File: config.mk
export PLATFORM = sky130hd
export DESIGN_NAME = utf8_text_validator_flat
export DESIGN_NICKNAME = d
export VERILOG_FILES = /design/src/rtl/core/utf8v_pkg.sv /design/src/rtl/core/utf8v_if.sv /design/src/rtl/core/utf8v_front.sv /design/src/rtl/core/utf8v_queue.sv /design/src/rtl/core/utf8v_back.sv /design/src/rtl/core/utf8_text_validator.sv /design/src/flat_wrapper.sv
export SDC_FILE = /design/constraint.sdc
export NUM_CORES = 1
export LEC_CHECK = 0
export BUFFER_PORTS_ARGS = -buffer_cell sky130_fd_sc_hd__buf_2
export CAP_MARGIN = 40
export CORE_MARGIN = 2
export CORE_UTILIZATION = 61
export DETAILED_ROUTE_END_ITERATION = 8
export HOLD_SLACK_MARGIN = 0.1
export PLACE_DENSITY = 0.9
export SYNTH_ARGS = -nofsm -noshare
export SYNTH_HDL_FRONTEND = slang
export SYNTH_SLANG_ARGS = --single-unit
File: constraint.sdc
create_clock -name clk -period 4 [get_ports clk]
set_clock_uncertainty 0.2 [all_clocks]
set_input_delay 0.8 -clock clk [delete_from_list [all_inputs] [get_ports clk]]
set_output_delay 0.8 -clock clk [all_outputs]
set_load 0.02 [all_outputs]
File: src/rtl/core/utf8v_pkg.sv
// ----------------------------------------------------------------------------
// utf8v_pkg
// Types and constants shared by the UTF-8 text validator.
// ----------------------------------------------------------------------------
`timescale 1ns / 1ps
`default_nettype none

package utf8v_pkg;

  // Length checking
  localparam int LENGTH_BITS = 16;
  localparam int CNT_W       = LENGTH_BITS + 1;
  localparam int CFG_W       = 16;
  localparam logic [CFG_W-1:0] MAX_LENGTH_RST = '1;

  // Code point accumulator
  localparam int ACC_W = 21;
  localparam logic [ACC_W-1:0] CP_MIN_3BYTE  = ACC_W'(24'h000800);
  localparam logic [ACC_W-1:0] CP_MIN_4BYTE  = ACC_W'(24'h010000);
  localparam logic [ACC_W-1:0] CP_SURR_LO    = ACC_W'(24'h00D800);
  localparam logic [ACC_W-1:0] CP_SURR_HI    = ACC_W'(24'h00DFFF);
  localparam logic [ACC_W-1:0] CP_MAX        = ACC_W'(24'h10FFFF);
  localparam logic [ACC_W-1:0] CP_C1_LO      = ACC_W'(24'h000080);
  localparam logic [ACC_W-1:0] CP_C1_HI      = ACC_W'(24'h00009F);

  // Queue between front and back
  localparam int QUEUE_DEPTH = 4;
  localparam int QPTR_W      = $clog2(QUEUE_DEPTH);
  localparam int QCNT_W      = $clog2(QUEUE_DEPTH + 1);

  // Byte classes found by the front
  typedef enum logic [2:0] {
    KIND_ASCII,
    KIND_CTRL,
    KIND_LEAD2,
    KIND_LEAD3,
    KIND_LEAD4,
    KIND_CONT,
    KIND_INVALID
  } byte_kind_t;

  // Result codes
  typedef enum logic [1:0] {
    STATUS_OK,
    STATUS_LENGTH,
    STATUS_ENCODING,
    STATUS_CONTROL
  } status_t;

  // One classified beat in the queue
  typedef struct packed {
    logic       has_byte;
    logic       end_of_text;
    byte_kind_t kind;
    logic [5:0] bits;
  } beat_t;

  // Length limit from the register: only its low LENGTH_BITS bits count
  function automatic logic [CNT_W-1:0] len_limit(input logic [CFG_W-1:0] m);
    logic [CNT_W-1:0] r;
    r = '0;
    for (int i = 0; i < LENGTH_BITS; i++) begin
      if (i < CFG_W) r[i] = m[i];
    end
    return r;
  endfunction

endpackage

`default_nettype wire

File: src/rtl/core/utf8v_if.sv
// ----------------------------------------------------------------------------
// utf8v_if
// Valid/ready channels of the validator: byte input, status output, config.
// ----------------------------------------------------------------------------
`timescale 1ns / 1ps
`default_nettype none

interface utf8v_in_if;
  logic       valid;
  logic       ready;
  logic [7:0] data_byte;
  logic       end_of_text;
  logic       empty_text;

  modport source (output valid, output data_byte, output end_of_text,
                  output empty_text, input ready);
  modport sink   (input valid, input data_byte, input end_of_text,
                  input empty_text, output ready);
endinterface

interface utf8v_out_if;
  logic       valid;
  logic       ready;
  logic [1:0] status;

  modport source (output valid, output status, input ready);
  modport sink   (input valid, input status, output ready);
endinterface

interface utf8v_cfg_if;
  logic        valid;
  logic        ready;
  logic [15:0] max_length;

  modport source (output valid, output max_length, input ready);
  modport sink   (input valid, input max_length, output ready);
endinterface

`default_nettype wire

File: src/rtl/core/utf8v_front.sv
// ----------------------------------------------------------------------------
// utf8v_front
// Accepts input beats and classifies each byte for the decoder.
// ----------------------------------------------------------------------------
`timescale 1ns / 1ps
`default_nettype none

module utf8v_front
  import utf8v_pkg::*;
(
  utf8v_in_if.sink in_bus,
  output logic     push_valid,
  input  logic     push_ready,
  output beat_t    push_beat
);

  logic [7:0] b;

  assign b            = in_bus.data_byte;
  assign in_bus.ready = push_ready;
  assign push_valid   = in_bus.valid;

  // Byte class and payload bits; lead-byte range checks are stateless
  always_comb begin
    push_beat.has_byte    = !in_bus.empty_text;
    push_beat.end_of_text = in_bus.end_of_text;
    push_beat.kind        = KIND_ASCII;
    push_beat.bits        = '0;
    if (in_bus.empty_text) begin
      push_beat.kind = KIND_ASCII;
    end else if (!b[7]) begin
      // C0 controls and DEL
      if (b < 8'h20 || b == 8'h7F) push_beat.kind = KIND_CTRL;
      else                         push_beat.kind = KIND_ASCII;
    end else if ((b & 8'hC0) == 8'h80) begin
      push_beat.kind = KIND_CONT;
      push_beat.bits = b[5:0];
    end else if ((b & 8'hE0) == 8'hC0) begin
      // C0/C1 leads are always overlong
      if (b[4:0] < 5'd2) begin
        push_beat.kind = KIND_INVALID;
      end else begin
        push_beat.kind = KIND_LEAD2;
        push_beat.bits = {1'b0, b[4:0]};
      end
    end else if ((b & 8'hF0) == 8'hE0) begin
      push_beat.kind = KIND_LEAD3;
      push_beat.bits = {2'b00, b[3:0]};
    end else if ((b & 8'hF8) == 8'hF0) begin
      // F5..F7 start values beyond the code space
      if (b[2:0] > 3'd4) begin
        push_beat.kind = KIND_INVALID;
      end else begin
        push_beat.kind = KIND_LEAD4;
        push_beat.bits = {3'b000, b[2:0]};
      end
    end else begin
      push_beat.kind = KIND_INVALID;
    end
  end

endmodule

`default_nettype wire

File: src/rtl/core/utf8v_queue.sv
// ----------------------------------------------------------------------------
// utf8v_queue
// Small FIFO of classified beats between the front and the decoder.
// ----------------------------------------------------------------------------
`timescale 1ns / 1ps
`default_nettype none

module utf8v_queue
  import utf8v_pkg::*;
(
  input  logic  clk,
  input  logic  rst_n,
  input  logic  push_valid,
  output logic  push_ready,
  input  beat_t push_beat,
  output logic  pop_valid,
  input  logic  pop_ready,
  output beat_t pop_beat
);

  beat_t             mem_r [QUEUE_DEPTH];
  logic [QPTR_W-1:0] wr_ptr_r, wr_ptr_nxt;
  logic [QPTR_W-1:0] rd_ptr_r, rd_ptr_nxt;
  logic [QCNT_W-1:0] count_r, count_nxt;
  logic              do_push, do_pop;

  assign push_ready = (count_r != QCNT_W'(QUEUE_DEPTH));
  assign pop_valid  = (count_r != '0);
  assign pop_beat   = mem_r[rd_ptr_r];
  assign do_push    = push_valid && push_ready;
  assign do_pop     = pop_valid && pop_ready;

  // Pointer and fill count update
  always_comb begin
    wr_ptr_nxt = wr_ptr_r;
    rd_ptr_nxt = rd_ptr_r;
    count_nxt  = count_r;
    if (do_push) begin
      wr_ptr_nxt = (wr_ptr_r == QPTR_W'(QUEUE_DEPTH - 1)) ? '0 : wr_ptr_r + 1'b1;
    end
    if (do_pop) begin
      rd_ptr_nxt = (rd_ptr_r == QPTR_W'(QUEUE_DEPTH - 1)) ? '0 : rd_ptr_r + 1'b1;
    end
    if (do_push && !do_pop)      count_nxt = count_r + 1'b1;
    else if (!do_push && do_pop) count_nxt = count_r - 1'b1;
  end

  always_ff @(posedge clk) begin
    if (!rst_n) begin
      wr_ptr_r <= '0;
      rd_ptr_r <= '0;
      count_r  <= '0;
    end else begin
      wr_ptr_r <= wr_ptr_nxt;
      rd_ptr_r <= rd_ptr_nxt;
      count_r  <= count_nxt;
    end
  end

  // Entry storage
  always_ff @(posedge clk) begin
    if (do_push) mem_r[wr_ptr_r] <= push_beat;
  end

endmodule

`default_nettype wire

File: src/rtl/core/utf8v_back.sv
// ----------------------------------------------------------------------------
// utf8v_back
// Decode state, error flags, length counter and the status output register.
// ----------------------------------------------------------------------------
`timescale 1ns / 1ps
`default_nettype none

module utf8v_back
  import utf8v_pkg::*;
(
  input  logic       clk,
  input  logic       rst_n,
  input  logic       pop_valid,
  output logic       pop_ready,
  input  beat_t      pop_beat,
  utf8v_cfg_if.sink  cfg_bus,
  utf8v_out_if.source out_bus
);

  logic [CFG_W-1:0] cfg_max_r;
  logic [CNT_W-1:0] cnt_r, cnt_nxt;
  logic [1:0]       pend_r, pend_nxt;
  logic [1:0]       seq_r, seq_nxt;
  logic [ACC_W-1:0] acc_r, acc_nxt;
  logic             len_err_r, len_err_nxt;
  logic             enc_err_r, enc_err_nxt;
  logic             ctl_err_r, ctl_err_nxt;
  logic             out_valid_r, out_valid_nxt;
  status_t          out_status_r, out_status_nxt;

  logic             take;
  logic [ACC_W-1:0] acc_shift;
  logic             bad_cp;
  logic             bad;
  logic             enc_final;

  // Config register, always ready
  assign cfg_bus.ready = 1'b1;

  always_ff @(posedge clk) begin
    if (!rst_n)             cfg_max_r <= MAX_LENGTH_RST;
    else if (cfg_bus.valid) cfg_max_r <= cfg_bus.max_length;
  end

  // Ending beats need a free output slot; other beats always drain
  assign pop_ready = !pop_beat.end_of_text || !out_valid_r || out_bus.ready;
  assign take      = pop_valid && pop_ready;

  // Continuation merge and code point range checks
  assign acc_shift = {acc_r[ACC_W-7:0], pop_beat.bits};
  assign bad_cp    = (seq_r == 2'd2 && acc_shift < CP_MIN_3BYTE) ||
                     (seq_r == 2'd3 && acc_shift < CP_MIN_4BYTE) ||
                     (acc_shift >= CP_SURR_LO && acc_shift <= CP_SURR_HI) ||
                     (acc_shift > CP_MAX);

  // Decoder state update
  always_comb begin
    cnt_nxt        = cnt_r;
    pend_nxt       = pend_r;
    seq_nxt        = seq_r;
    acc_nxt        = acc_r;
    len_err_nxt    = len_err_r;
    enc_err_nxt    = enc_err_r;
    ctl_err_nxt    = ctl_err_r;
    out_valid_nxt  = out_valid_r && !out_bus.ready;
    out_status_nxt = out_status_r;
    bad            = 1'b0;
    enc_final      = 1'b0;
    if (take) begin
      if (pop_beat.has_byte) begin
        // saturating byte count and length check
        if (cnt_r != '1) cnt_nxt = cnt_r + 1'b1;
        if (cnt_nxt > len_limit(cfg_max_r)) len_err_nxt = 1'b1;
        if (!enc_err_r) begin
          if (pend_r == 2'd0) begin
            case (pop_beat.kind)
              KIND_ASCII: ;
              KIND_CTRL:  ctl_err_nxt = 1'b1;
              KIND_LEAD2: begin
                pend_nxt = 2'd1;
                seq_nxt  = 2'd1;
                acc_nxt  = ACC_W'(pop_beat.bits);
              end
              KIND_LEAD3: begin
                pend_nxt = 2'd2;
                seq_nxt  = 2'd2;
                acc_nxt  = ACC_W'(pop_beat.bits);
              end
              KIND_LEAD4: begin
                pend_nxt = 2'd3;
                seq_nxt  = 2'd3;
                acc_nxt  = ACC_W'(pop_beat.bits);
              end
              default: bad = 1'b1;
            endcase
          end else if (pop_beat.kind != KIND_CONT) begin
            bad = 1'b1;
          end else begin
            acc_nxt  = acc_shift;
            pend_nxt = pend_r - 1'b1;
            // last continuation completes the code point
            if (pend_r == 2'd1) begin
              if (bad_cp) begin
                bad = 1'b1;
              end else begin
                if (acc_shift >= CP_C1_LO && acc_shift <= CP_C1_HI) ctl_err_nxt = 1'b1;
                seq_nxt = 2'd0;
                acc_nxt = '0;
              end
            end
          end
          if (bad) begin
            enc_err_nxt = 1'b1;
            pend_nxt    = 2'd0;
            seq_nxt     = 2'd0;
            acc_nxt     = '0;
          end
        end
      end
      // end of text: report and clear for the next text
      if (pop_beat.end_of_text) begin
        enc_final     = enc_err_nxt || (pend_nxt != 2'd0);
        out_valid_nxt = 1'b1;
        if (len_err_nxt)      out_status_nxt = STATUS_LENGTH;
        else if (enc_final)   out_status_nxt = STATUS_ENCODING;
        else if (ctl_err_nxt) out_status_nxt = STATUS_CONTROL;
        else                  out_status_nxt = STATUS_OK;
        cnt_nxt     = '0;
        pend_nxt    = 2'd0;
        seq_nxt     = 2'd0;
        acc_nxt     = '0;
        len_err_nxt = 1'b0;
        enc_err_nxt = 1'b0;
        ctl_err_nxt = 1'b0;
      end
    end
  end

  always_ff @(posedge clk) begin
    if (!rst_n) begin
      cnt_r       <= '0;
      pend_r      <= '0;
      seq_r       <= '0;
      acc_r       <= '0;
      len_err_r   <= 1'b0;
      enc_err_r   <= 1'b0;
      ctl_err_r   <= 1'b0;
      out_valid_r <= 1'b0;
    end else begin
      cnt_r       <= cnt_nxt;
      pend_r      <= pend_nxt;
      seq_r       <= seq_nxt;
      acc_r       <= acc_nxt;
      len_err_r   <= len_err_nxt;
      enc_err_r   <= enc_err_nxt;
      ctl_err_r   <= ctl_err_nxt;
      out_valid_r <= out_valid_nxt;
    end
  end

  // Status payload
  always_ff @(posedge clk) begin
    out_status_r <= out_status_nxt;
  end

  assign out_bus.valid  = out_valid_r;
  assign out_bus.status = out_status_r;

endmodule

`default_nettype wire

File: src/rtl/core/utf8_text_validator.sv
// ----------------------------------------------------------------------------
// utf8_text_validator
// UTF-8 text validator: one status per text, byte-serial input.
// ----------------------------------------------------------------------------
// Takes one byte beat per cycle while the queue has room and returns one status
// beat for each beat that ends a text (0 ok, 1 length exceeded, 2 invalid
// UTF-8, 3 control character). Sustained rate is one beat per clock unless a
// waiting status holds back an ending beat. The front classifies each byte into
// a 4-entry queue, and the decoder drains it into a registered status output,
// so a status passes through a queue entry and the status register. The input
// keeps accepting while a status waits to be taken until the queue fills.
// max_length should be written only while no text is in flight.
`timescale 1ns / 1ps
`default_nettype none

module utf8_text_validator
  import utf8v_pkg::*;
(
  input  logic        clk,
  input  logic        rst_n,
  utf8v_in_if.sink    in_bus,
  utf8v_out_if.source out_bus,
  utf8v_cfg_if.sink   cfg_bus
);

  logic  push_valid, push_ready;
  beat_t push_beat;
  logic  pop_valid, pop_ready;
  beat_t pop_beat;

  // Byte classification
  utf8v_front u_front (
    .in_bus     (in_bus),
    .push_valid (push_valid),
    .push_ready (push_ready),
    .push_beat  (push_beat)
  );

  // Decoupling queue
  utf8v_queue u_queue (
    .clk        (clk),
    .rst_n      (rst_n),
    .push_valid (push_valid),
    .push_ready (push_ready),
    .push_beat  (push_beat),
    .pop_valid  (pop_valid),
    .pop_ready  (pop_ready),
    .pop_beat   (pop_beat)
  );

  // Decoder and status output
  utf8v_back u_back (
    .clk       (clk),
    .rst_n     (rst_n),
    .pop_valid (pop_valid),
    .pop_ready (pop_ready),
    .pop_beat  (pop_beat),
    .cfg_bus   (cfg_bus),
    .out_bus   (out_bus)
  );

endmodule

`default_nettype wire

File: src/flat_wrapper.sv
// flat-port wrapper written by rule: the top's interface ports become plain ports
module utf8_text_validator_flat import utf8v_pkg::*;
  (clk, rst_n, in_bus_valid, in_bus_data_byte, in_bus_end_of_text, in_bus_empty_text, in_bus_ready, out_bus_valid, out_bus_status, out_bus_ready, cfg_bus_valid, cfg_bus_max_length, cfg_bus_ready);
  utf8v_in_if in_bus_i ();
  utf8v_out_if out_bus_i ();
  utf8v_cfg_if cfg_bus_i ();
  input  logic clk;
  input  logic rst_n;
  input wire logic [$bits(in_bus_i.valid)-1:0] in_bus_valid;
  input wire logic [$bits(in_bus_i.data_byte)-1:0] in_bus_data_byte;
  input wire logic [$bits(in_bus_i.end_of_text)-1:0] in_bus_end_of_text;
  input wire logic [$bits(in_bus_i.empty_text)-1:0] in_bus_empty_text;
  output wire logic [$bits(in_bus_i.ready)-1:0] in_bus_ready;
  output wire logic [$bits(out_bus_i.valid)-1:0] out_bus_valid;
  output wire logic [$bits(out_bus_i.status)-1:0] out_bus_status;
  input wire logic [$bits(out_bus_i.ready)-1:0] out_bus_ready;
  input wire logic [$bits(cfg_bus_i.valid)-1:0] cfg_bus_valid;
  input wire logic [$bits(cfg_bus_i.max_length)-1:0] cfg_bus_max_length;
  output wire logic [$bits(cfg_bus_i.ready)-1:0] cfg_bus_ready;
  assign in_bus_i.valid = in_bus_valid;
  assign in_bus_i.data_byte = in_bus_data_byte;
  assign in_bus_i.end_of_text = in_bus_end_of_text;
  assign in_bus_i.empty_text = in_bus_empty_text;
  assign in_bus_ready = in_bus_i.ready;
  assign out_bus_valid = out_bus_i.valid;
  assign out_bus_status = out_bus_i.status;
  assign out_bus_i.ready = out_bus_ready;
  assign cfg_bus_i.valid = cfg_bus_valid;
  assign cfg_bus_i.max_length = cfg_bus_max_length;
  assign cfg_bus_ready = cfg_bus_i.ready;
  utf8_text_validator u_core (.clk(clk), .rst_n(rst_n), .in_bus(in_bus_i), .out_bus(out_bus_i), .cfg_bus(cfg_bus_i));
endmodule
# Yosys cells after proc, flatten, opt, wreduce, memory -nomap -nowiden
# Memories as Yosys holds them, arrays and structs flattened. A register that Yosys moved wholly into a read port is not among the register bits.
# Index checks and enable logic that the tools add are counted.
[classes]
n_mux = 116
magnitude_cmp = 11
n_reduce_logical = 35
n_addsub = 6
n_eq_ne = 22
[op_table]
columns = ["op", "count"]
rows = [
  ["$mux 15", 9],
  ["$mux 17", 5],
  ["$mux 1", 64],
  ["$mux 2", 23],
  ["$mux 9", 3],
  ["$ge 21x16->1 const B", 1],
  ["$ge 21x8->1 const B", 1],
  ["$gt 21x21->1 const B", 1],
  ["$le 21x16->1 const B", 1],
  ["$le 21x8->1 const B", 1],
  ["$lt 21x12->1 const B", 1],
  ["$lt 21x17->1 const B", 1],
  ["$mux 3", 6],
  ["$mux 6", 3],
  ["$add 17x1->17 const B", 1],
  ["$gt 17x16->1", 1],
  ["$ne 17x17->1 const B", 1],
  ["$pmux 2 s3", 2],
  ["$eq 2x2->1 const B", 5],
  ["$logic_and 1x1->1", 9],
  ["$eq 8x7->1 const B", 1],
  ["$lt 8x6->1 const B", 1],
  ["$ne 4x3->1 const B", 2],
  ["$logic_or 1x1->1", 7],
  ["other kinds (28)", 40],
]
[word_totals]
reg_bits = 65
mem_bits_rw = 44
n_memories = 1
input_bits = 31
out_inout_bits = 5
[memory_table]
columns = ["memory", "depth", "word_bits", "rd", "rd_clocked_by_memory_dff", "wr", "line_no", "rtl"]
rows = [
  ["u_core.u_queue.mem_r", 4, 11, 1, 1, 1, "utf8v_queue.sv:21", "beat_t mem_r [QUEUE_DEPTH];"],
]

# Depth between registers and ports, before layout
# Gate-level depths: netlist of the first run.
[depth]
ltp_word = 19
ltp_mapped = 14

# Cells and area by module
# A second synthesis of the first run with hierarchy kept.
[hier_totals]
cells_unflattened = 558
hier_area_um2 = 5786.8
[by_module_without_submodules]
columns = ["module", "area_per_inst_um2", "cells_per_inst", "n_inst"]
rows = [
  ["utf8v_back", 3505.9, 415, 1],
  ["utf8v_queue", 2063.2, 108, 1],
  ["utf8v_front", 217.7, 35, 1],
]

# Worst setup path after synthesis of the first run
# OpenSTA, ideal clock, no wires.
[synth_timing]
path_type = "register to register"
startpoint = "register u_core.u_back.cnt_r[2]"
endpoint = "register u_core.u_back.out_status_r[0], in the netlist u_core.u_back.out_bus.status[0] (data pin)"
synth_period_minus_slack_ns = 3.321
setup_time_ns = 0.262
arrival_time_ns = 2.859
stages_incl_launch_ff = 14
required_ns = 3.538
slack_ns = 0.679
path_cell_list = "dfxtp_1 > clkbuf_1 > and4_1 > nand3_1 > nor2_1 > mux2_2 > ha_1 > a21o_1 > a21o_1 > a211oi_1 > o211ai_1 > a41oi_1 > o311a_1 > o21ai_0"
[synth_via]
elab_chain_cells = 8
[synth_rtl]
columns = ["element", "line_no", "rtl"]
rows = [
  ["start: declaration", "utf8v_back.sv:21", "logic [CNT_W-1:0] cnt_r, cnt_nxt;"],
  ["start signal: assignment", "utf8v_back.sv:150", "cnt_r <= cnt_nxt;"],
  ["$add 17x1->17 / $ne 17x17->1 (equally long branches)", "utf8v_back.sv:72", "if (cnt_r != '1) cnt_nxt = cnt_r + 1'b1;"],
  ["$mux 17 (*)", "utf8v_back.sv:72", ""],
  ["$mux 17 (*)", "utf8v_back.sv:70", "if (pop_beat.has_byte) begin"],
  ["$mux 17 (*)", "utf8v_back.sv:69", "if (take) begin"],
  ["$gt 17x16->1 (*)", "utf8v_back.sv:73", "if (cnt_nxt > len_limit(cfg_max_r)) len_err_nxt = 1'b1;"],
  ["$mux 1 (*)", "utf8v_back.sv:73", ""],
  ["$mux 1 (*)", "utf8v_back.sv:70", ""],
  ["$mux 1 (*)", "utf8v_back.sv:69", ""],
  ["end signal: assignment", "utf8v_back.sv:163", "out_status_r <= out_status_nxt;"],
  ["end: declaration", "utf8v_back.sv:29", "status_t out_status_r, out_status_nxt;"],
]
# Mark *: on every way between the ends. The rest lies on a longest branch, timed or not. The select of a mux whose other input is x is not followed.
# A chain may end at the register's enable or synchronous reset.

# Worst setup path in the final report of the first run
[layout_timing]
startpoint = "register u_core.u_back.cnt_r[2]"
endpoint = "register u_core.u_back.out_status_r[1], in the netlist u_core.u_back.out_bus.status[1] (data pin)"
# The elaborated chain is that of the path after synthesis.

==> run summary, run 1 <==
Critical Path End: u_core.u_back.out_bus.status[1]$_SDFFCE_PP0P_
Internal power summed over all cells: 0.00206 W
Final HPWL from detailed placement: 7920 um
RSZ-0062 raised after global routing: false
Final setup violation count: 0
Source of the critical timing path: u_core.u_back.cnt_r[2]$_SDFFE_PN0P_
1st-pass router iterations: 4
Compound-cell area share of the yosys netlist: 15.9%
Met3 routing resource usage after global routing: 4.78%
Aggregate routed wire length: 11000 um
Die height: 99.4 um
Count of state elements after synthesis: 111
Startpoint types: flip-flop
Register clock-pin slew on the reported worst setup and hold paths: 0.12 ns
Logic depth of the worst path, buffers included: 12
Remaining global-route overflow: 0
Worst supply voltage drop on vdd: 0.445 mV
Cell types with the largest area share after synthesis: edfxtp_1 25%, dfxtp_1 23%, ha_1 5.6%, nand2_1 3.2%, a22o_1 2.8%
Arrival @ worst endpoint: 3.56 ns
Total number of yosys warnings: 0
Area of the core region: 8760 sq um
Share of synthesized cell area in full adder, half adder and majority cells: 6.00%
Final hold violation count: 0
Number of global-route vias before repair: 4052
Delay of the slowest critical-path stage: 0.46 ns
Length in cells of the worst reg-to-reg path: 12
Part of the power in combinational logic: 37.2%
Number of clock buffers inserted by TritonCTS: 9
Number of instances resized during post-cts repair: 0
Run status: finished, final reports clean
Type of the tightest min-delay check: flip-flop to flip-flop
Antenna violation net count after detailed routing: 0
Crit end category: flip-flop
Xor and xnor area share after synthesis: 2.84%
Async set-reset flop share out of synthesis: 0%
Flop-to-flop setup slack: 0.39 ns
Clock tree root buffer cell: clkbuf_8
Full die area: 9870 sq um
Leak Pwr: 2.44 nW
Synthesized instance count: 533
Number of enable flip-flop cells after synthesis: 46
Normalized max-slew margin: 50.4%
Number of antenna violations at the first check in global routing: 0
Vias post-DR: 4129
P per Cell Area: 561 nW/um^2
Sw frac: 38.4%
Maximum number of pins on one net before global-route repair: 46
Boundary Pins: 36
Sum of negative setup slack: 0 ns
Post-synthesis cell area: 5550 sq um
Busiest layer in global routing: met2
Proportion of power drawn by the clock network: 19.9%
# H-tree levels: 3
Total clock sinks: 111
Highest Clock Rate: 277 MHz
Port Buffer Count: 34
Met2 Use GR: 40.5%
Later-pin clock latency in the skew report: 0.39 ns
X dimension of the die: 99.4 um
Number of buffers between clock root and the deepest sink: 2
Cell area reported after detailed placement: 5770 sq um
Final critical-path required period: 3.61 ns
Period utilisation layout: 90.2%
Worst-path maximum fanout: 8
Share of synthesized cell area in and, or, nand and nor gates: 17.2%
Floorplan row count: 34
CP most frequent cell: nor2_1
Final Slew Violations: 0
Most frequent cell after synthesis: dfxtp_1
Startpoint-to-endpoint class of the critical path: flip-flop to flip-flop
Total Routing Usage GR: 23.4%
End of the worst register-to-register path: u_core.u_back.out_bus.status[1]$_SDFFCE_PP0P_
Critical path buffers and inverters: 0
Initial cell density of the core: 63.3%
Most common library cells after synthesis: 65 x dfxtp_1, 48 x nand2_1, 46 x edfxtp_1
Part of the total power dissipated in sequential elements: 42.9%
Cell type contributing the most total cell area after synthesis: edfxtp_1
Drt wl/cell: 16.4 um
Max-cap violations: 0
Ratio of routed vias to standard cells: 6.14
Synth Net Count: 590
TritonCTS clock tree: done
Ys flop type: dfxtp_1
Slew at the pin with the worst max-slew slack: 0.744 ns
Sequential area share after synthesis: 48.4%
Number of library cell types mapped by synthesis: 61
Dominant delay contributor by cell family on the critical path: simple AND/OR/NAND/NOR gates
CP max-delay cell: dfxtp_1
Post-route standard cell area excluding fillers: 5970 sq um
Signed area change from the synthesized netlist to the final layout: 7.65%
Diodes inserted: 0
Avg Inst Size Synth: 10.4 sq um
Endpoint required time on the critical path: 3.95 ns
Reg-to-Reg Start: u_core.u_back.cnt_r[2]$_SDFFE_PN0P_
Total of hold buffers inserted after clock tree synthesis: 0
Post-synthesis mux area share: 5.66%
Fraction of layout cells with a size suffix above 1: 12.2%
Wire length of the first global-routing pass: 18600 um
Largest family of logic cells by synthesized area: simple AND/OR/NAND/NOR gates
P_sw: 0.00129 W
Met1 capacity usage during global routing: 28.9%
Setup repair bufs after CTS: 0
Number of DRC violations after detailed-routing iteration 0: 276
Number of nets in the layout: 616
Gpl congestion: 0.860
DRC errors left: 0
Area share of the largest cell type after synthesis: 24.9%
Critical path, cell by cell: and4_1 > nand3_1 > nor2_1 > mux2_2 > ha_1 > nand4_1 > nor2_1 > a211oi_1 > o211ai_1 > a41oi_1 > o311a_1 > o31a_1
## layer usage
metal	up-vias	routed length [um]	share of wire, %
li1	2027	-	-
met1	1966	4790	44
met2	111	5520	50
met3	25	464	4.2
met4	0	236	2.1
met5	-	0	0
## metrics by stage
step           setup WS [ns]  instances  hold WS, ns  power, W  util, %
3_3_place_gp           0.582        656        0.254   0.00261     65.8
6_report               0.390        672        0.285   0.00335     68.1
3_5_place_dp           0.488        656        0.264   0.00268     65.8
5_1_grt                0.189        672        0.321   0.00357     68.1
4_1_cts                0.472        672        0.290   0.00335     68.1
2_1_floorplan          0.679        533        0.240   0.00240        -
## state kept, by name (all words and copies together) (netlist names), named ones only
register,flops
u_core.u_back.ctl_err_r,1
u_core.u_back.seq_r,2
u_core.u_back.cnt_r,17
u_core.u_back.out_bus.valid,1
u_core.u_back.pend_r,2
u_core.u_queue.mem_r,44
u_core.u_queue.wr_ptr_r,2
u_core.u_queue.rd_ptr_r,2
u_core.u_back.len_err_r,1
u_core.u_back.cfg_max_r,16
u_core.u_back.acc_r,15
u_core.u_back.enc_err_r,1
u_core.u_queue.count_r,3
u_core.u_back.out_bus.status,2
## cells in the final DEF (no fill, tap or decap), drive strengths merged, types with 9 or more instances in the layout
cell,n
ha,25
a21oi,22
inv,36
edfxtp,46
nand4,9
clkbuf,9
o211ai,16
nor2b,21
nand2,48
mux4,11
and3,13
a22o,18
dfxtp,65
buf,37
o21ai,31
nor3,14
nor2,31
nand3,13
xnor2,11
## cell families (layout without fill, tap and decap cells)
group                      Yosys count  count (layout)
AOI/OAI and AO/OA                  128             128
buffers and inverters               53              84
and+or+nand+nor                    180             180
xor gates and xnor gates            18              18
other                                1               1
adders and majority gates           26              26
muxes                               16              16
DFF                                111             111
## worst min-delay path by stage
stage                                    startpoint                              endpoint  slack [ns]  cells after the start
6_report       u_core.u_back.acc_r[12]$_SDFFE_PN0P_  u_core.u_back.acc_r[12]$_SDFFE_PN0P_        0.29                      1
2_1_floorplan  u_core.u_back.acc_r[13]$_SDFFE_PN0P_  u_core.u_back.acc_r[13]$_SDFFE_PN0P_        0.24                      1
5_1_grt        u_core.u_back.acc_r[10]$_SDFFE_PN0P_  u_core.u_back.acc_r[10]$_SDFFE_PN0P_        0.32                      1
4_1_cts        u_core.u_back.acc_r[12]$_SDFFE_PN0P_  u_core.u_back.acc_r[12]$_SDFFE_PN0P_        0.29                      1
3_5_place_dp   u_core.u_back.acc_r[12]$_SDFFE_PN0P_  u_core.u_back.acc_r[12]$_SDFFE_PN0P_        0.26                      1
3_3_place_gp   u_core.u_back.acc_r[13]$_SDFFE_PN0P_  u_core.u_back.acc_r[13]$_SDFFE_PN0P_        0.25                      1
## area by class of cell
class | count | area, sq um
Multi-Input combinational cell | 369 | 2640
Inverter | 31 | 116
Timing Repair Buffer | 37 | 193
Clock inverter | 7 | 77.6
Tap cell | 108 | 135
Clock buffer | 9 | 124
Sequential cell | 111 | 2680
Fill cell | 654 | 2790
## worst register-to-register path: stages, from the launching register on
cell      delay, ns
dfxtp_1        0.46
and4_1         0.32
nand3_1        0.19
nor2_1         0.31
mux2_2         0.39
ha_1           0.29
nand4_1        0.14
nor2_1         0.14
a211oi_1       0.07
o211ai_1       0.20
a41oi_1        0.15
o311a_1        0.41
o31a_1         0.12
## power by group through the flow
| stage | clock [W] | sequential, W | combinational [W] |
|---|---|---|---|
| global placement | 0 | 0.00145 | 0.00116 |
| finish | 0.000668 | 0.00144 | 0.00125 |
| detailed placement | 0 | 0.00146 | 0.00121 |
| global route | 0.000725 | 0.00146 | 0.00138 |
| CTS | 0.000686 | 0.00144 | 0.00123 |
| floorplan | 0 | 0.00143 | 0.000977 |
(Power assumes the default switching activity.)
==> run 2: changes to the inputs <==
==> constraint.sdc (replaced) <==
create_clock -name clk -period 3.4 [get_ports clk]
set_clock_uncertainty 0.2 [all_clocks]
set_input_delay 0.68 -clock clk [delete_from_list [all_inputs] [get_ports clk]]
set_output_delay 0.68 -clock clk [all_outputs]
set_load 0.02 [all_outputs]
==> run summary, run 2 (synthesis results as in run 1) <==
Boundary Pins: 36 (unchanged)
Gpl congestion: 0.969 (was 0.860)
Number of nets in the layout: 631 (was 616)
X dimension of the die: 99.4 um (unchanged)
Final setup violation count: 0 (unchanged)
Period utilisation layout: 97.5% (was 90.2%)
Total clock sinks: 111 (unchanged)
Full die area: 9870 sq um (unchanged)
Port Buffer Count: 34 (unchanged)
Sum of negative setup slack: 0 ns (unchanged)
Diodes inserted: 0 (unchanged)
Final critical-path required period: 3.32 ns (was 3.61 ns)
Fill count: 623 (was 654)
# H-tree levels: 3 (unchanged)
Register ranked first by flip-flop count: u_core.u_queue.mem_r (unchanged)
Area of the core region: 8760 sq um (unchanged)
Post-route worst setup slack: 0.0839 ns (was 0.390 ns)
Number of clock buffers inserted by TritonCTS: 9 (unchanged)
Delay of the slowest critical-path stage: 0.40 ns (was 0.46 ns)
CP max-delay cell: dfxtp_4 (was dfxtp_1)
Antenna violation net count after detailed routing: 0 (unchanged)
Total of hold buffers inserted after clock tree synthesis: 0 (unchanged)
Maximum number of pins on one net before global-route repair: 32 (was 46)
Vias post-DR: 4268 (was 4129)
DRC errors left: 0 (unchanged)
Sw frac: 38.9% (was 38.4%)
Remaining global-route overflow: 0 (unchanged)
Final HPWL from detailed placement: 8660 um (was 7920 um)
Proportion of power drawn by the clock network: 19.6% (was 19.9%)
CP most frequent cell: a21o_1 (was nor2_1)
Leak Pwr: 2.53 nW (was 2.44 nW)
Hold Worst Slack: 0.281 ns (was 0.285 ns)
Part of the power in combinational logic: 38.4% (was 37.2%)
1st-pass router iterations: 4 (unchanged)
Post-route standard cell area excluding fillers: 6170 sq um (was 5970 sq um)
Endpoint required time on the critical path: 3.34 ns (was 3.95 ns)
Final Slew Violations: 0 (unchanged)
Startpoint types: flip-flop (unchanged)
Largest registers ranked by flip-flop count: u_core.u_queue.mem_r: 44 flops, u_core.u_back.cnt_r: 17 flops, u_core.u_back.cfg_max_r: 16 flops (unchanged)
Arrival @ worst endpoint: 3.26 ns (was 3.56 ns)
Number of buffers between clock root and the deepest sink: 2 (unchanged)
Fraction of layout cells with a size suffix above 1: 18.8% (was 12.2%)
Die height: 99.4 um (unchanged)
Aggregate routed wire length: 12000 um (was 11000 um)
Flip-flop count of the largest register after layout: 44 (unchanged)
Highest Clock Rate: 302 MHz (was 277 MHz)
Clock tree root buffer cell: clkbuf_8 (unchanged)
P_sw: 0.00157 W (was 0.00129 W)
Slew at the pin with the worst max-slew slack: 0.725 ns (was 0.744 ns)
Internal power summed over all cells: 0.00247 W (was 0.00206 W)
Number of antenna violations at the first check in global routing: 0 (unchanged)
Later-pin clock latency in the skew report: 0.39 ns (about the same)
Drt wl/cell: 17.5 um (was 16.4 um)
Cell area reported after detailed placement: 5870 sq um (was 5770 sq um)
Critical path, cell by cell: and4_4 > nand4_1 > nor2_2 > mux2_2 > ha_1 > a21o_1 > a21o_1 > a211oi_2 > o211ai_1 > a41oi_1 > o311a_1 > o21ai_0 (was and4_1 > nand3_1 > nor2_1 > mux2_2 > ha_1 > nand4_1 > nor2_1 > a211oi_1 > o211ai_1 > a41oi_1 > o311a_1 > o31a_1)
Normalized max-slew margin: 51.2% (was 50.4%)
Wire length of the first global-routing pass: 19700 um (was 18600 um)
P per Cell Area: 654 nW/um^2 (was 561 nW/um^2)
Startpoint-to-endpoint class of the critical path: flip-flop to flip-flop (unchanged)
Highest-count cells in the layout ignoring fill and taps: 54 x dfxtp_1, 48 x nand2_1, 46 x edfxtp_1, 34 x buf_2, 30 x inv_1 (was 65 x dfxtp_1, 48 x nand2_1, 46 x edfxtp_1, 34 x buf_2, 31 x nor2_1)
Initial cell density of the core: 63.3% (unchanged)
Total Routing Usage GR: 25.0% (was 23.4%)
Worst supply voltage drop on vdd: 0.555 mV (was 0.445 mV)
Type of the tightest min-delay check: flip-flop to flip-flop (unchanged)
TritonCTS clock tree: done (unchanged)
Setup slack after placement: -0.0103 ns (was 0.488 ns)
Run status: finished, final reports clean (unchanged)
Crit end category: flip-flop (unchanged)
Leading cell type in the layout, fill and taps excluded: dfxtp_1 (unchanged)
Number of global-route vias before repair: 4250 (was 4052)
Max-cap violations: 0 (unchanged)
Register clock-pin slew on the reported worst setup and hold paths: 0.13 ns (was 0.12 ns)
Ratio of routed vias to standard cells: 6.21 (was 6.14)
Worst-path maximum fanout: 7 (was 8)
Signed area change from the synthesized netlist to the final layout: 11.3% (was 7.65%)
Number of DRC violations after detailed-routing iteration 0: 256 (was 276)
Final hold violation count: 0 (unchanged)
Part of the total power dissipated in sequential elements: 42.0% (was 42.9%)
Floorplan row count: 34 (unchanged)
run 2: per-stage QoR:
| stage | total power, W | utilization (%) | std cells |
|---|---|---|---|
| 2_1_floorplan | 0.00283 | - | 533 |
| 3_3_place_gp | 0.00313 | 66.9 | 668 |
| 3_5_place_dp | 0.00323 | 66.9 | 669 |
| 4_1_cts | 0.00402 | 69.5 | 685 |
| 5_1_grt | 0.00427 | 70.4 | 687 |
| 6_report | 0.00404 | 70.4 | 687 |
run 2: power groups by stage:
stage	logic (W)	clock network (W)	registers, W
final	0.00155	0.000793	0.00170
after global routing	0.00171	0.000847	0.00172
after CTS	0.00152	0.000803	0.00170
after detailed placement	0.00150	0	0.00173
after global placement	0.00142	0	0.00170
after floorplan	0.00115	0	0.00168
run 2: timing repair:
item | in CTS | in global routing
gates resized for setup | 4 | 29
buffers inserted | 0 | 2
pin swaps | 0 | 5
setup endpoints to repair | 2 | 3
run 2: worst paths after layout:
path	cells after the start	startpoint	endpoint	slack, ns
worst max register to register	12	u_core.u_back.cnt_r[11]$_SDFFE_PN0P_	u_core.u_back.out_bus.status[0]$_SDFFCE_PP1P_	0.08
worst min register to register	1	u_core.u_back.acc_r[12]$_SDFFE_PN0P_	u_core.u_back.acc_r[12]$_SDFFE_PN0P_	0.28
worst max-delay path	12	u_core.u_back.cnt_r[11]$_SDFFE_PN0P_	u_core.u_back.out_bus.status[0]$_SDFFCE_PP1P_	0.08
worst min-delay path	1	u_core.u_back.acc_r[12]$_SDFFE_PN0P_	u_core.u_back.acc_r[12]$_SDFFE_PN0P_	0.28
run 2: worst max-delay path, delay by kind of cell (launching register included):
family	cells	cell delay, ns
mux	1	0.36
compound gates	7	1.26
fa+ha+maj	1	0.19
simple gates	3	0.65
flops	1	0.40
run 2: final cells by class:
cell class                      instances  area [sq um]  share of cell area [%]
Sequential cell                       111          2710                    43.9
Clock inverter                          7          85.1                    1.38
Timing Repair Buffer                   52           305                    4.95
Clock buffer                            9           124                    2.01
Tap cell                              108           135                    2.19
Inverter                               31           116                    1.89
Multi-Input combinational cell        369          2700                    43.7
run 2: routing by layer:
| metal | GRT usage [%] | up-vias | share of wire (%) |
|---|---|---|---|
| li1 | - | 2051 | - |
| met1 | 31.4 | 2065 | 42 |
| met2 | 43.3 | 120 | 51 |
| met3 | 5.13 | 32 | 4.3 |
| met4 | 8.01 | 0 | 2.3 |
| met5 | 0 | - | 0 |
==> run 3: changes to the inputs <==
==> constraint.sdc (replaced) <==
create_clock -name clk -period 3.08 [get_ports clk]
set_clock_uncertainty 0.2 [all_clocks]
set_input_delay 0.616 -clock clk [delete_from_list [all_inputs] [get_ports clk]]
set_output_delay 0.616 -clock clk [all_outputs]
set_load 0.02 [all_outputs]
==> run summary, run 3 (synthesis results as in run 1) <==
Critical path buffers and inverters: 1 (was 0)
Endpoint required time on the critical path: 3.02 ns (was 3.34 ns)
Flop-to-flop setup slack: -0.20 ns (was 0.08 ns)
Later-pin clock latency in the skew report: 0.39 ns (about the same)
Register ranked first by flip-flop count: u_core.u_queue.mem_r (unchanged)
Gpl congestion: 0.933 (was 0.969)
Final critical-path required period: 3.28 ns (was 3.32 ns)
Final Slew Violations: 0 (unchanged)
Utilization after layout: 73.3% (was 70.4%)
Signed area change from the synthesized netlist to the final layout: 15.7% (was 11.3%)
Period utilisation layout: 107% (was 97.5%)
Remaining global-route overflow: 0 (unchanged)
Type of the tightest min-delay check: input pin to flip-flop (was flip-flop to flip-flop)
Max-cap violations: 0 (unchanged)
TritonCTS clock tree: done (unchanged)
Total clock sinks: 111 (unchanged)
Drt wl/cell: 17.9 um (was 17.5 um)
Worst-path maximum fanout: 4 (was 7)
Diodes inserted: 0 (unchanged)
Vias post-DR: 4561 (was 4268)
Total Routing Usage GR: 27.0% (was 25.0%)
Antenna violation net count after detailed routing: 0 (unchanged)
Maximum number of pins on one net before global-route repair: 32 (unchanged)
Full die area: 9870 sq um (unchanged)
DRC errors left: 0 (unchanged)
Area of the core region: 8760 sq um (unchanged)
Normalized max-slew margin: 59.3% (was 51.2%)
Crit end category: flip-flop (unchanged)
# H-tree levels: 3 (unchanged)
Final setup violation count: 3 (was 0)
1st-pass router iterations: 5 (was 4)
Number of buffers between clock root and the deepest sink: 2 (unchanged)
Internal power summed over all cells: 0.00277 W (was 0.00247 W)
Highest Clock Rate: 305 MHz (was 302 MHz)
Fraction of layout cells with a size suffix above 1: 22.6% (was 18.8%)
Startpoint types: flip-flop (unchanged)
Number of nets in the layout: 666 (was 631)
Wire length of the first global-routing pass: 21100 um (was 19700 um)
Aggregate routed wire length: 12900 um (was 12000 um)
Leak Pwr: 2.70 nW (was 2.53 nW)
Source of the critical timing path: u_core.u_back.cnt_r[14]$_SDFFE_PN0P_ (was u_core.u_back.cnt_r[11]$_SDFFE_PN0P_)
P_sw: 0.00177 W (was 0.00157 W)
Initial cell density of the core: 63.3% (unchanged)
Register clock-pin slew on the reported worst setup and hold paths: 0.11 ns (was 0.13 ns)
Startpoint-to-endpoint class of the critical path: flip-flop to flip-flop (unchanged)
Die height: 99.4 um (unchanged)
Part of the total power dissipated in sequential elements: 40.9% (was 42.0%)
Clock tree root buffer cell: clkbuf_8 (unchanged)
Proportion of power drawn by the clock network: 18.6% (was 19.6%)
Worst supply voltage drop on vdd: 0.549 mV (was 0.555 mV)
CP max-delay cell: dfxtp_2 (was dfxtp_4)
Sw frac: 39.0% (was 38.9%)
Worst min-delay path startpoint: in_bus_end_of_text (was u_core.u_back.acc_r[12]$_SDFFE_PN0P_)
Floorplan row count: 34 (unchanged)
RSZ-0062 raised after global routing: true
Violations in the final reports: setup timing
Number of antenna violations at the first check in global routing: 0 (unchanged)
Reg-to-Reg Start: u_core.u_back.cnt_r[14]$_SDFFE_PN0P_ (was u_core.u_back.cnt_r[11]$_SDFFE_PN0P_)
Ratio of routed vias to standard cells: 6.32 (was 6.21)
Delay of the slowest critical-path stage: 0.35 ns (was 0.40 ns)
Highest-count cells in the layout ignoring fill and taps: 58 x dfxtp_1, 53 x buf_4, 47 x nand2_1, 46 x edfxtp_1, 34 x buf_2 (was 54 x dfxtp_1, 48 x nand2_1, 46 x edfxtp_1, 34 x buf_2, 30 x inv_1)
Largest registers ranked by flip-flop count: u_core.u_queue.mem_r: 44 flops, u_core.u_back.cnt_r: 17 flops, u_core.u_back.cfg_max_r: 16 flops (unchanged)
Dominant delay contributor by cell family on the critical path: compound AO/OA/AOI/OAI gates (unchanged)
Slew at the pin with the worst max-slew slack: 0.611 ns (was 0.725 ns)
Leading cell type in the layout, fill and taps excluded: dfxtp_1 (unchanged)
Number of clock buffers inserted by TritonCTS: 9 (unchanged)
Run status: complete, but fails checks (was finished, final reports clean)
CP most frequent cell: a21o_1 (unchanged)
Number of global-route vias before repair: 4573 (was 4250)
Port Buffer Count: 34 (unchanged)
Final HPWL from detailed placement: 9340 um (was 8660 um)
Part of the power in combinational logic: 40.5% (was 38.4%)
P per Cell Area: 708 nW/um^2 (was 654 nW/um^2)
Boundary Pins: 36 (unchanged)
Post-route worst setup slack: -0.201 ns (was 0.0839 ns)
Flip-flop count of the largest register after layout: 44 (unchanged)
Arrival @ worst endpoint: 3.22 ns (was 3.26 ns)
Number of DRC violations after detailed-routing iteration 0: 273 (was 256)
Setup slack after placement: -0.215 ns (was -0.0103 ns)
Final hold violation count: 0 (unchanged)
Critical path, cell by cell: and4_4 > nand4_1 > buf_4 > o21ai_2 > xnor2_1 > ha_1 > a21o_1 > a21o_1 > a211oi_2 > o211ai_1 > a41oi_1 > o311a_1 > o21ai_0 (was and4_4 > nand4_1 > nor2_2 > mux2_2 > ha_1 > a21o_1 > a21o_1 > a211oi_2 > o211ai_1 > a41oi_1 > o311a_1 > o21ai_0)
X dimension of the die: 99.4 um (unchanged)
run 3: changes by cell type in the layout (fill, tap and decap cells not counted), sizes merged:
cell      previous run  this run
inv                 33        35
clkbuf               9        10
buf                 52        87
clkinv               4         2
clkinvlp             1         0
run 3: path summary, 6_finish.rpt:
kind,cells past startpoint,to
max reg2reg,13,u_core.u_back.out_bus.status[0]$_SDFFCE_PP1P_
min reg2reg,1,u_core.u_back.acc_r[12]$_SDFFE_PN0P_
min,1,u_core.u_queue.mem_r[3][9]$_DFFE_PP_
max,13,u_core.u_back.out_bus.status[0]$_SDFFCE_PP1P_
run 3: power groups by stage:
stage / combinational (W) / clock, W / sequential (W)
after floorplan: 0.00127 / 0 / 0.00185
after global placement: 0.00163 / 0 / 0.00186
after detailed placement: 0.00176 / 0 / 0.00188
after CTS: 0.00179 / 0.000846 / 0.00185
after global routing: 0.00201 / 0.000907 / 0.00188
final: 0.00184 / 0.000845 / 0.00186
run 3: per-stage QoR:
stage	hold WS [ns]	cell area (sq um)	TNS, ns	power (W)	instances
after global routing	0.229	6420	-0.775	0.00479	722
after detailed placement	0.262	6120	-0.484	0.00365	700
final	0.233	6420	-0.488	0.00454	722
after floorplan	0.240	5580	0	0.00312	533
after CTS	0.226	6380	-0.204	0.00449	720
after global placement	0.253	6110	-0.0333	0.00349	699
run 3: timing repair:
| item | CTS | global route |
|---|---|---|
| setup buffers | 4 | 2 |
| endpoints found under the setup margin | 3 | 13 |
| hold buffers | 0 | 0 |
| pin swaps | 9 | 4 |
| gates resized for setup | 13 | 7 |
| hold endpoints to repair | 0 | 0 |
run 3: worst reg2reg max path, delay by kind of cell, from the launching register on:
family / cells / cell delay (ns)
buffers and inverters: 1 / 0.22
adders and majority gates: 1 / 0.27
DFF: 1 / 0.35
xor gates and xnor gates: 1 / 0.15
AOI/OAI and AO/OA: 8 / 1.40
and+or+nand+nor: 2 / 0.45
run 3: cell type report:
| type | instances | area [sq um] |
|---|---|---|
| fillers | 548 | 2340 |
| well taps | 108 | 135 |
| clock buffers | 10 | 128 |
| clock inverters | 6 | 60.1 |
| flip-flops and latches | 111 | 2690 |
| multi-input cells | 369 | 2720 |
| repair buffers | 87 | 568 |
| inverters | 31 | 116 |
run 3: layer usage:
metal / wire length (um) / track usage (%) / vias up
met2: 6720 / 49.2 / 192
li1: - / - / 2125
met4: 448 / 11.8 / 0
met5: 0 / 0 / -
met3: 670 / 5.90 / 52
met1: 5080 / 30.2 / 2192
